$ cat config.mk
export PLATFORM = sky130hd
export DESIGN_NAME = string_key_dual_hash
export DESIGN_NICKNAME = d
export VERILOG_FILES = /design/src/rtl/sbh_pkg.sv /design/src/rtl/string_key_dual_hash.sv /design/src/rtl/sbh_hash_core.sv /design/src/rtl/sbh_out_reg.sv
export SDC_FILE = /design/constraint.sdc
export NUM_CORES = 1
export LEC_CHECK = 0
export ABC_CLOCK_PERIOD_IN_PS = 5900
export BUFFER_PORTS_ARGS = -buffer_cell sky130_fd_sc_hd__buf_2
export CELL_PAD_IN_SITES_DETAIL_PLACEMENT = 0
export CELL_PAD_IN_SITES_GLOBAL_PLACEMENT = 2
export CORE_AREA = 2 2 175 219
export DETAILED_ROUTE_END_ITERATION = 10
export DIE_AREA = 0 0 177 221
export PLACE_DENSITY = 0.79
export SETUP_SLACK_MARGIN = 0.02
export SLEW_MARGIN = 10
export SYNTH_ARGS = -nofsm -noshare
export SYNTH_HDL_FRONTEND = slang
export SYNTH_SLANG_ARGS = --single-unit
$ cat constraint.sdc
create_clock -name clk_i -period 5.9 [get_ports clk_i]
set_input_delay 0 -clock clk_i [delete_from_list [all_inputs] [get_ports clk_i]]
set_output_delay 0 -clock clk_i [all_outputs]
set_load 0.1 [all_outputs]
$ cat src/rtl/sbh_pkg.sv
// ----------------------------------------------------------------------------
// sbh_pkg
// Shared types and constants for the string key dual hash block.
// ----------------------------------------------------------------------------
package sbh_pkg;

  // Default number of bytes kept for a short key (range 1 to 8)
  localparam int unsigned ShortLimitDef = 8;

  // Width of the per-string byte counter (saturates at ShortLimit + 1)
  localparam int unsigned CountW = 4;

  // One input beat: a string byte and its end marker
  typedef struct packed {
    logic [7:0] data_byte;
    logic       is_last;
  } in_beat_t;

  // One result beat
  typedef struct packed {
    logic [63:0] key;
    logic        was_short;
  } out_beat_t;

endpackage

$ cat src/rtl/string_key_dual_hash.sv
// ----------------------------------------------------------------------------
// string_key_dual_hash
// Turns a byte string into one 64-bit key: short strings packed, longer
// strings as BKDR (high word) and djb2 (low word) sums.
// ----------------------------------------------------------------------------
// Use:
//   Input channel: one string byte per beat (data_byte) plus is_last on the
//   final byte. Every string has at least one byte.
//   Output channel: one beat per string, on its last byte: key and was_short.
//   Strings of up to ShortLimit bytes give the raw bytes little-endian,
//   zero-padded; longer ones give {bkdr, djb2}.
//   cfg_we_i/cfg_wdata_i write signed_bytes (reset 1): 1 adds bytes to the
//   sums as signed char, 0 as unsigned. Write only while the block is idle.
// Timing:
//   Throughput is one byte per cycle while no last byte waits on a stalled
//   output. A byte is taken into the input register; from there the sum update
//   and key selection run in one pass and the key lands in the result register.
//   The per-byte recurrence (x*131 + b, x*33 + b as shift-adds) is combinational
//   between the state registers.
// Reset:
//   Clears both pipeline stages, the string state (djb2 back to 5381) and
//   sets signed_bytes. No clearing pass; bytes are accepted straight away.
// Stall:
//   While the output stalls, bytes that are not last still flow through.
//   A last byte waits in the input register until the result register is
//   free, and in_stall_o is then raised.
// ----------------------------------------------------------------------------
module string_key_dual_hash
  import sbh_pkg::*;
#(
  parameter int unsigned ShortLimit = ShortLimitDef
) (
  input  logic      clk_i,
  input  logic      rst_ni,
  input  logic      in_valid_i,
  output logic      in_stall_o,
  input  in_beat_t  in_data_i,
  output logic      out_valid_o,
  input  logic      out_stall_i,
  output out_beat_t out_data_o,
  input  logic      cfg_we_i,
  input  logic      cfg_wdata_i
);

  // configuration
  logic signed_q, signed_d;

  // input register
  logic     s1_valid_q, s1_valid_d;
  in_beat_t s1_q, s1_d;

  logic      out_free;
  logic      proc;
  logic      in_take;
  out_beat_t res;

  assign signed_d = cfg_we_i ? cfg_wdata_i : signed_q;

  // a byte is worked on unless it is last and the result slot is still full
  assign proc       = s1_valid_q && (!s1_q.is_last || out_free);
  assign in_stall_o = s1_valid_q && !proc;
  assign in_take    = in_valid_i && !in_stall_o;

  assign s1_valid_d = in_take || (s1_valid_q && !proc);
  assign s1_d       = in_take ? in_data_i : s1_q;

  always_ff @(posedge clk_i or negedge rst_ni) begin
    if (!rst_ni) begin
      signed_q   <= 1'b1;
      s1_valid_q <= 1'b0;
    end else begin
      signed_q   <= signed_d;
      s1_valid_q <= s1_valid_d;
    end
  end

  always_ff @(posedge clk_i) begin
    s1_q <= s1_d;
  end

  // sums, leading bytes and key forming
  sbh_hash_core #(
    .ShortLimit(ShortLimit)
  ) u_core (
    .clk_i   (clk_i),
    .rst_ni  (rst_ni),
    .proc_i  (proc),
    .beat_i  (s1_q),
    .signed_i(signed_q),
    .res_o   (res)
  );

  // result register
  sbh_out_reg u_out (
    .clk_i      (clk_i),
    .rst_ni     (rst_ni),
    .load_i     (proc && s1_q.is_last),
    .beat_i     (res),
    .free_o     (out_free),
    .out_valid_o(out_valid_o),
    .out_stall_i(out_stall_i),
    .out_data_o (out_data_o)
  );

  a_stall_needs_item : assert property (@(posedge clk_i) disable iff (!rst_ni)
    in_stall_o |-> (s1_valid_q && s1_q.is_last))
    else $error("input stalled without a waiting last byte");

  a_result_from_last : assert property (@(posedge clk_i) disable iff (!rst_ni)
    $rose(out_valid_o) |-> $past(proc && s1_q.is_last))
    else $error("result without a last byte");

  a_held_byte : assert property (@(posedge clk_i) disable iff (!rst_ni)
    (s1_valid_q && !proc) |=> (s1_valid_q && $stable(s1_q)))
    else $error("waiting byte lost or changed");

endmodule

$ cat src/rtl/sbh_hash_core.sv
// ----------------------------------------------------------------------------
// sbh_hash_core
// Per-string state (BKDR sum, djb2 sum, leading bytes, byte count) and the
// combinational update for one byte, with the key formed on the last byte.
// ----------------------------------------------------------------------------
module sbh_hash_core
  import sbh_pkg::*;
#(
  parameter int unsigned ShortLimit = ShortLimitDef
) (
  input  logic      clk_i,
  input  logic      rst_ni,
  input  logic      proc_i,
  input  in_beat_t  beat_i,
  input  logic      signed_i,
  output out_beat_t res_o
);

  localparam logic [31:0]       Djb2Init = 32'd5381;
  localparam logic [CountW-1:0] CountSat = CountW'(ShortLimit + 1);

  logic [31:0]       bkdr_q, bkdr_d, bkdr_upd;
  logic [31:0]       djb2_q, djb2_d, djb2_upd;
  logic [63:0]       short_q, short_d, short_upd;
  logic [CountW-1:0] count_q, count_d, count_upd;
  logic [31:0]       addend;
  logic              is_short;

  // sign-extend as a C char when asked to
  assign addend = {{24{signed_i & beat_i.data_byte[7]}}, beat_i.data_byte};

  // x*131 = x<<7 + x<<1 + x ; x*33 = x<<5 + x (wrapping mod 2^32)
  assign bkdr_upd = (bkdr_q << 7) + (bkdr_q << 1) + bkdr_q + addend;
  assign djb2_upd = (djb2_q << 5) + djb2_q + addend;

  always_comb begin
    short_upd = short_q;
    for (int i = 0; i < 8; i++) begin
      if (i < ShortLimit && count_q == CountW'(i)) begin
        short_upd[8*i +: 8] = beat_i.data_byte;
      end
    end
  end

  assign count_upd = (count_q < CountSat) ? count_q + CountW'(1) : count_q;
  assign is_short  = (count_upd <= CountW'(ShortLimit));

  always_comb begin
    res_o.was_short = is_short;
    res_o.key       = is_short ? short_upd : {bkdr_upd, djb2_upd};
  end

  always_comb begin
    bkdr_d  = bkdr_q;
    djb2_d  = djb2_q;
    short_d = short_q;
    count_d = count_q;
    if (proc_i) begin
      if (beat_i.is_last) begin
        bkdr_d  = '0;
        djb2_d  = Djb2Init;
        short_d = '0;
        count_d = '0;
      end else begin
        bkdr_d  = bkdr_upd;
        djb2_d  = djb2_upd;
        short_d = short_upd;
        count_d = count_upd;
      end
    end
  end

  always_ff @(posedge clk_i or negedge rst_ni) begin
    if (!rst_ni) begin
      bkdr_q  <= '0;
      djb2_q  <= Djb2Init;
      short_q <= '0;
      count_q <= '0;
    end else begin
      bkdr_q  <= bkdr_d;
      djb2_q  <= djb2_d;
      short_q <= short_d;
      count_q <= count_d;
    end
  end

  a_count_sat : assert property (@(posedge clk_i) disable iff (!rst_ni)
    count_q <= CountSat)
    else $error("byte count beyond saturation");

  a_clear_after_last : assert property (@(posedge clk_i) disable iff (!rst_ni)
    (proc_i && beat_i.is_last) |=>
      (count_q == '0 && djb2_q == Djb2Init && bkdr_q == '0 && short_q == '0))
    else $error("string state not cleared after last byte");

  a_short_len_bits : assert property (@(posedge clk_i) disable iff (!rst_ni)
    (count_q == '0) |-> (short_q == '0))
    else $error("short bytes held with empty count");

endmodule

$ cat src/rtl/sbh_out_reg.sv
// ----------------------------------------------------------------------------
// sbh_out_reg
// Result register: holds one key beat until the receiver takes it.
// ----------------------------------------------------------------------------
module sbh_out_reg
  import sbh_pkg::*;
(
  input  logic      clk_i,
  input  logic      rst_ni,
  input  logic      load_i,
  input  out_beat_t beat_i,
  output logic      free_o,
  output logic      out_valid_o,
  input  logic      out_stall_i,
  output out_beat_t out_data_o
);

  logic      valid_q, valid_d;
  out_beat_t data_q, data_d;

  assign free_o  = !valid_q || !out_stall_i;
  assign valid_d = load_i || (valid_q && out_stall_i);
  assign data_d  = load_i ? beat_i : data_q;

  always_ff @(posedge clk_i or negedge rst_ni) begin
    if (!rst_ni) begin
      valid_q <= 1'b0;
    end else begin
      valid_q <= valid_d;
    end
  end

  always_ff @(posedge clk_i) begin
    data_q <= data_d;
  end

  assign out_valid_o = valid_q;
  assign out_data_o  = data_q;

  a_no_overwrite : assert property (@(posedge clk_i) disable iff (!rst_ni)
    load_i |-> free_o)
    else $error("result loaded over an unsent beat");

  a_load_shows : assert property (@(posedge clk_i) disable iff (!rst_ni)
    load_i |=> (valid_q && data_q == $past(beat_i)))
    else $error("loaded result not presented");

  a_drain : assert property (@(posedge clk_i) disable iff (!rst_ni)
    (valid_q && !out_stall_i && !load_i) |=> !valid_q)
    else $error("result repeated after being taken");

endmodule

==> results of run 1 <==
## registers in the layout, summed over array words and instances, names as in the netlist
name / count
s1_q: 9
u_out.out_data_o: 65
u_core.count_q: 4
u_core.short_q: 64
u_core.bkdr_q: 32
signed_q: 1
s1_valid_q: 1
u_out.out_valid_o: 1
u_core.djb2_q: 32
## routing by layer
metal  vias to the layer above  GRT usage [%]  routed length [µm]
met4                         0          6.372                1129
li1                       5705              -                   -
met3                        66          1.770                1649
met5                         -              0                   0
met1                      5743          30.48               19650
met2                       244          43.14               23780
## synth_stat cells, types with 18 or more instances
cell | count | area share (%)
sky130_fd_sc_hd__fa_1 | 36 | 4.9
sky130_fd_sc_hd__xor2_1 | 25 | 1.5
sky130_fd_sc_hd__buf_2 | 23 | 0.79
sky130_fd_sc_hd__mux2i_1 | 30 | 2.1
sky130_fd_sc_hd__xnor2_1 | 72 | 4.3
sky130_fd_sc_hd__a211oi_1 | 34 | 1.7
sky130_fd_sc_hd__ha_1 | 121 | 10
sky130_fd_sc_hd__edfxtp_1 | 74 | 15
sky130_fd_sc_hd__o21ai_1 | 24 | 0.82
sky130_fd_sc_hd__nor2_1 | 65 | 1.7
sky130_fd_sc_hd__clkbuf_1 | 52 | 1.3
sky130_fd_sc_hd__o21ai_0 | 137 | 4.7
sky130_fd_sc_hd__dfrtp_1 | 129 | 22
sky130_fd_sc_hd__a21o_1 | 62 | 3.2
sky130_fd_sc_hd__a21oi_1 | 130 | 4.4
sky130_fd_sc_hd__inv_1 | 132 | 3.4
sky130_fd_sc_hd__nand4_1 | 18 | 0.77
sky130_fd_sc_hd__nand2_1 | 203 | 5.2
## timing repair
item,4_1_cts,5_1_grt
endpoints found under the setup margin,0,0
hold buffers,15,0
endpoints found under the hold margin,71,0
## through the flow
stage / hold WS (ns) / utilization, % / total power [mW] / setup slack, ns
after floorplan: -0.2956 / - / 7.375 / 1.658
after global placement: 0.05014 / 41.70 / 9.220 / 1.368
after detailed placement: 0.05171 / 41.70 / 9.175 / 1.313
after CTS: 0.06108 / 44.32 / 10.81 / 1.289
after global routing: 0.1033 / 44.32 / 11.78 / 0.9906
final: 0.03682 / 44.32 / 10.79 / 1.276
## where the power goes
group	switching (mW)	leakage, nW	internal (mW)
Sequential	0.259	2.50	1.80
Clock	0.623	0.402	0.950
Combinational	4.65	4.90	2.52
Total	5.53	7.80	5.26
## logic make-up (layout without fill, tap and decap cells)
logic type / count (synthesis) / after routing / share of synthesized area, %
XOR/XNOR: 97 / 97 / 5.806
multiplexers: 33 / 33 / 2.283
flip-flops: 209 / 209 / 38.33
AO/OA/AOI/OAI: 503 / 503 / 21.30
AND/OR/NAND/NOR: 370 / 370 / 11.27
adder cells (fa/ha/maj): 157 / 157 / 15.27
buffers and inverters: 215 / 288 / 5.738
## worst max-delay path, stage by stage, from the launching register on
cell and delay, ns:
sky130_fd_sc_hd__edfxtp_1 0.57, sky130_fd_sc_hd__and2_2 0.64, sky130_fd_sc_hd__xnor2_1 0.20, sky130_fd_sc_hd__ha_1 0.16, sky130_fd_sc_hd__a21oi_1 0.05, sky130_fd_sc_hd__fa_1 0.53, sky130_fd_sc_hd__inv_1 0.04, sky130_fd_sc_hd__ha_1 0.33
sky130_fd_sc_hd__a21oi_1 0.32, sky130_fd_sc_hd__o21ai_1 0.14, sky130_fd_sc_hd__a21boi_1 0.36, sky130_fd_sc_hd__a2111oi_4 0.16, sky130_fd_sc_hd__o31ai_2 0.45, sky130_fd_sc_hd__xor2_1 0.27, sky130_fd_sc_hd__a21oi_1 0.11
## layout make-up
class	instances	area (µm²)	share of cell area (%)
Clock buffer	33	695.7	4.235
Multi-Input combinational cell	1160	8205	49.95
Inverter	133	499.2	3.039
Clock inverter	11	123.9	0.7541
Tap cell	486	608.1	3.702
Timing Repair Buffer	111	686.9	4.182
Sequential cell	209	5608	34.14
## worst max-delay path by stage
stage                                      end  slack [ns]  depth (start not counted)
after CTS                 u_out.out_data_o[59]        1.29                         14
after global routing      u_out.out_data_o[59]        0.99                         14
final                     u_out.out_data_o[59]        1.28                         14
after detailed placement  u_out.out_data_o[59]        1.31                         14
after global placement    u_out.out_data_o[59]        1.37                         14
after floorplan           u_out.out_data_o[63]        1.66                         17
==> impl_metrics.tcl, run 1 <==
set metrics [dict create \
    result_of_the_run "finished clean" \
    clk_root_buffer_cell "sky130_fd_sc_hd__clkbuf_16" \
    final_clock_skew_ns 0.02220 \
    first_pass_grt_wire_length_um 71790 \
    worst-path-max-fanout 26 \
    total_leakage_power_nw 7.804 \
    finish.cell_count_without_fillers 2143 \
    fmax_mhz 216.3 \
    syn2layout_area_growth_pct 12.27 \
    first_pass_iters 5 \
    class_of_the_tightest_hold_or_removal_check "primary input to async pin" \
    setup.worst_path.start "s1_q[8]" \
    reg2reg_depth 14 \
    rsz0062_at_grt "no" \
    ir_worst_vdd_v 0.0002423 \
    drv_slew 0 \
    cts_tree "built" \
    grt_usage_pct 23.89 \
    dr_total_vias 11760 \
    drt_iter0_markers 846 \
    regToRegStartpoint "s1_q[8]" \
    drc 0 \
    largest_net_degree_at_the_start_of_global_routing 77 \
    boundaryPins 82 \
    count_of_mapped_cells_out_of_synthesis 1584 \
    cts_repair_resize_count 0 \
    gp_congestion 0.8898 \
    power-per-cell-area_nw_per_um2 657.0 \
    report.final.hold_viol_count 0 \
    report.final.setup_viol 0 \
    arrival_ns 4.88 \
    ys_dominant_reg_cell "sky130_fd_sc_hd__dfrtp_1" \
    placedCellCount 2084 \
    layout-drive-gt1-share_pct 9.354 \
    synth_net_count 1756 \
    ys_warn_count 0 \
    final_min_period_over_clock_period_pct 78.37 \
    syn_area_um2 14630 \
    ff2ff_setup_slack_ns 1.28 \
    tritoncts.num_buffers 24 \
    maxSlewHeadroom_pct 28.90 \
    worstSetupEndpointType "flip-flop" \
    cts_htree_levels 1 \
    placement.cell_area_um2 15460 \
    wl_per_cell_um 21.56 \
    r2r-end "u_out.out_data_o[59]" \
    hpwlAfterDp_um 33680 \
    layout.cells.most_common_list "203 x sky130_fd_sc_hd__nand2_1, 137 x sky130_fd_sc_hd__o21ai_0, 132 x sky130_fd_sc_hd__inv_1" \
    worst-endpoint-required_ns 6.15 \
    n_fill_cell 3627 \
    insertedDiodeCount 0 \
    initial_core_util_pct 39.47 \
    cts.repair_timing.setup_buffer_count 0 \
    grt_pass1_vias 12100 \
    synth.yosys.seq_area_share_pct 38.33 \
    crit_path_time_final_ns 4.624 \
    clk_pin_slew_ns 0.06 \
    layout_commonest_cell "sky130_fd_sc_hd__nand2_1" \
    standard_cell_core_area_um2 37070 \
    synth.avg_cell_area_um2 9.237 \
    grt_antenna_before_repair 0 \
    final_net_count 1811 \
    horiz_die_dim_um 177 \
    netlist-cell-type-count 70 \
    dieArea_um2 39120 \
    via_per_inst 5.487 \
    finalInstanceArea_um2 16430 \
    port-buffer-count 81 \
    grt_overflow 0 \
    num_rows 79 \
    postRouteWirelength_um 46210 \
    maxCapViolCount 0 \
    async_flop_share_pct 64.59 \
    startpoint_type "flip-flop" \
    die_y_um 221 \
    drtAntennaViolNets 0 \
    clkLatencyLatePin_ns 0.54 \
    clk_path_buf_depth 3 \
    synth_edf_count 74 \
    numClockSinks 209 \
    path_class "flip-flop to flip-flop" \
    yosys_register_bits 209 \
    worst_slew_pin_slew_ns 1.067 \
    setup_tns_ns 0 \
]
(Power assumes the default switching activity.)
==> inputs of run 2 (changes only) <==
--- a/config.mk
+++ b/config.mk
@@ -5,14 +5,14 @@
 export SDC_FILE = /design/constraint.sdc
 export NUM_CORES = 1
 export LEC_CHECK = 0
-export ABC_CLOCK_PERIOD_IN_PS = 5900
+export ABC_CLOCK_PERIOD_IN_PS = 4010
 export BUFFER_PORTS_ARGS = -buffer_cell sky130_fd_sc_hd__buf_2
 export CELL_PAD_IN_SITES_DETAIL_PLACEMENT = 0
 export CELL_PAD_IN_SITES_GLOBAL_PLACEMENT = 2
-export CORE_AREA = 2 2 175 219
+export CORE_AREA = 2 2 184 231
 export DETAILED_ROUTE_END_ITERATION = 10
-export DIE_AREA = 0 0 177 221
-export PLACE_DENSITY = 0.79
+export DIE_AREA = 0 0 186 233
+export PLACE_DENSITY = 0.75
 export SETUP_SLACK_MARGIN = 0.02
 export SLEW_MARGIN = 10
 export SYNTH_ARGS = -nofsm -noshare
==> constraint.sdc (replaced) <==
create_clock -name clk_i -period 4.01 [get_ports clk_i]
set_input_delay 0 -clock clk_i [delete_from_list [all_inputs] [get_ports clk_i]]
set_output_delay 0 -clock clk_i [all_outputs]
set_load 0.1 [all_outputs]
==> run 2 against run 1 <==
Effect of this change:
- utilization shrank 1.2 points
- flip-flop and latch count is the same
- via count increased by 3.9%
- hold slack lost 0.0089 ns
- cell count up 8.7%
- die area is 11% higher
- critical path depth up 1
- global-route usage shrank 1.3 points
- count of clock-buffer cells in the layout decreased by 4
- critical endpoint is now u_out.out_data_o[63]
==> impl_metrics.tcl, run 2 (same netlist as run 1, synthesis figures left out) <==
set metrics [dict create \
    result_of_the_run "finished clean" \
    final_min_period_over_clock_period_pct 96.06 \
    clk_pin_slew_ns 0.06 \
    standard_cell_core_area_um2 41020 \
    drv_slew 0 \
    grt_antenna_before_repair 0 \
    reg2reg_depth 15 \
    largest_net_degree_at_the_start_of_global_routing 122 \
    tritoncts.num_buffers 25 \
    initial_core_util_pct 35.67 \
    arrival_ns 4.14 \
    worst-endpoint-required_ns 4.30 \
    wl_per_cell_um 20.66 \
    grt_overflow 0 \
    path_common_cell "sky130_fd_sc_hd__inv_1" \
    met2RoutedLength_um 24360 \
    placement.cell_area_um2 16420 \
    num_rows 83 \
    drt_iter0_markers 742 \
    layout_commonest_cell "sky130_fd_sc_hd__nand2_1" \
    boundaryPins 82 \
    worstPathCellList "and2_4, buf_6, xnor2_1, ha_1, inv_1, fa_1, inv_1, ha_4, nand2_2, nor3_4, o21ai_4, a2111oi_4, o31ai_4, or3_1, and3_1" \
    dr_total_vias 12220 \
    via_per_inst 5.245 \
    clk_root_buffer_cell "sky130_fd_sc_hd__clkbuf_16" \
    fmax_mhz 259.6 \
    cts_htree_levels 1 \
    cts_tree "built" \
    syn2layout_area_growth_pct 20.99 \
    highest_signal_layer "met4" \
    final_net_count 1931 \
    gp_congestion 0.8602 \
    first_pass_iters 7 \
    path_class "flip-flop to flip-flop" \
    wl_met3_um 1694 \
    postRouteWirelength_um 48120 \
    insertedDiodeCount 0 \
    worstSetupEndpointType "flip-flop" \
    crit_path_time_final_ns 3.852 \
    maxCapViolCount 0 \
    hpwlAfterDp_um 35560 \
    grt_pass1_vias 12620 \
    setup_tns_ns 0 \
    drt-met1-wl_um 20410 \
    largest_reg_flops 65 \
    worst_path_largest_cell_delay_ns 0.53 \
    startpoint_type "flip-flop" \
    layout-drive-gt1-share_pct 18.12 \
    drtAntennaViolNets 0 \
    horiz_die_dim_um 186 \
    grt_usage_pct 22.58 \
    maxSlewHeadroom_pct 31.20 \
    drc 0 \
    crit_slowest_cell "sky130_fd_sc_hd__dfstp_2" \
    clkLatencyLatePin_ns 0.55 \
    layout.core_utilization_pct 43.15 \
    first_pass_grt_wire_length_um 74060 \
    report.final.hold_viol_count 0 \
    dieArea_um2 43340 \
    final_clock_skew_ns 0.01696 \
    clk_path_buf_depth 3 \
    worst-path-max-fanout 6 \
    report.final.setup_viol 0 \
    die_y_um 233 \
    class_of_the_tightest_hold_or_removal_check "primary input to async pin" \
    timing.hold.ws_ns 0.02788 \
    finalInstanceArea_um2 17700 \
    numClockSinks 209 \
    rsz0062_at_grt "yes" \
    port-buffer-count 81 \
    layout.cells.most_common_list "200 x sky130_fd_sc_hd__nand2_1, 135 x sky130_fd_sc_hd__o21ai_0, 131 x sky130_fd_sc_hd__inv_1" \
    worst_slew_pin_slew_ns 1.032 \
]
## run 2: cell type report
type,count,area [µm²]
fillers,4048,23320
clock inverters,16,115.1
flip-flops and latches,209,5608
repair buffers,230,1617
clock buffers,29,681.9
multi-input cells,1160,8491
well taps,552,690.7
inverters,133,499.2
## run 2: worst max-delay path, delay by kind of cell, from the launching register on
| family | cells | cell delay [ns] |
|---|---|---|
| AO/OA/AOI/OAI | 3 | 0.73 |
| adder cells (fa/ha/maj) | 3 | 1.04 |
| AND/OR/NAND/NOR | 5 | 0.99 |
| flip-flops | 1 | 0.53 |
| buffers and inverters | 3 | 0.23 |
| XOR/XNOR | 1 | 0.06 |
## run 2: final timing paths
kind | startpoint | slack (ns) | end
worst min register to register | u_core.short_q[48] | 0.48 | u_core.short_q[48]
worst max-delay path | signed_q | 0.16 | u_out.out_data_o[63]
worst max register to register | signed_q | 0.16 | u_out.out_data_o[63]
min in group clk_i | in_data_i[2] | 0.17 | s1_q[2]
worst min-delay path | rst_ni | 0.03 | u_out.out_valid_o
max in group asynchronous | rst_ni | 2.97 | u_core.short_q[51]
## run 2: metal layers
metal	vias up	global-route usage [%]
met1	5917	28.10
li1	5941	-
met3	83	2.332
met2	275	40.33
met4	0	7.776
met5	-	0
## run 2: per-stage QoR
stage	setup WS [ns]	cells
3_5_place_dp	-0.1398	2265
4_1_cts	0.002736	2325
6_report	0.1579	2329
3_3_place_gp	-0.08336	2265
5_1_grt	-0.01801	2329
2_1_floorplan	-0.05975	1584
## run 2: repair_timing
item,in CTS,in global routing
gates resized for setup,7,52
endpoints found under the hold margin,77,0
hold buffers,15,0
pin swaps,1,8
buffers inserted,0,4
setup endpoints to repair,13,25
Power of run 2 is left out: the tool's default activity adds up to more than one toggle a clock period on the data nets, which glitch-free logic cannot reach.
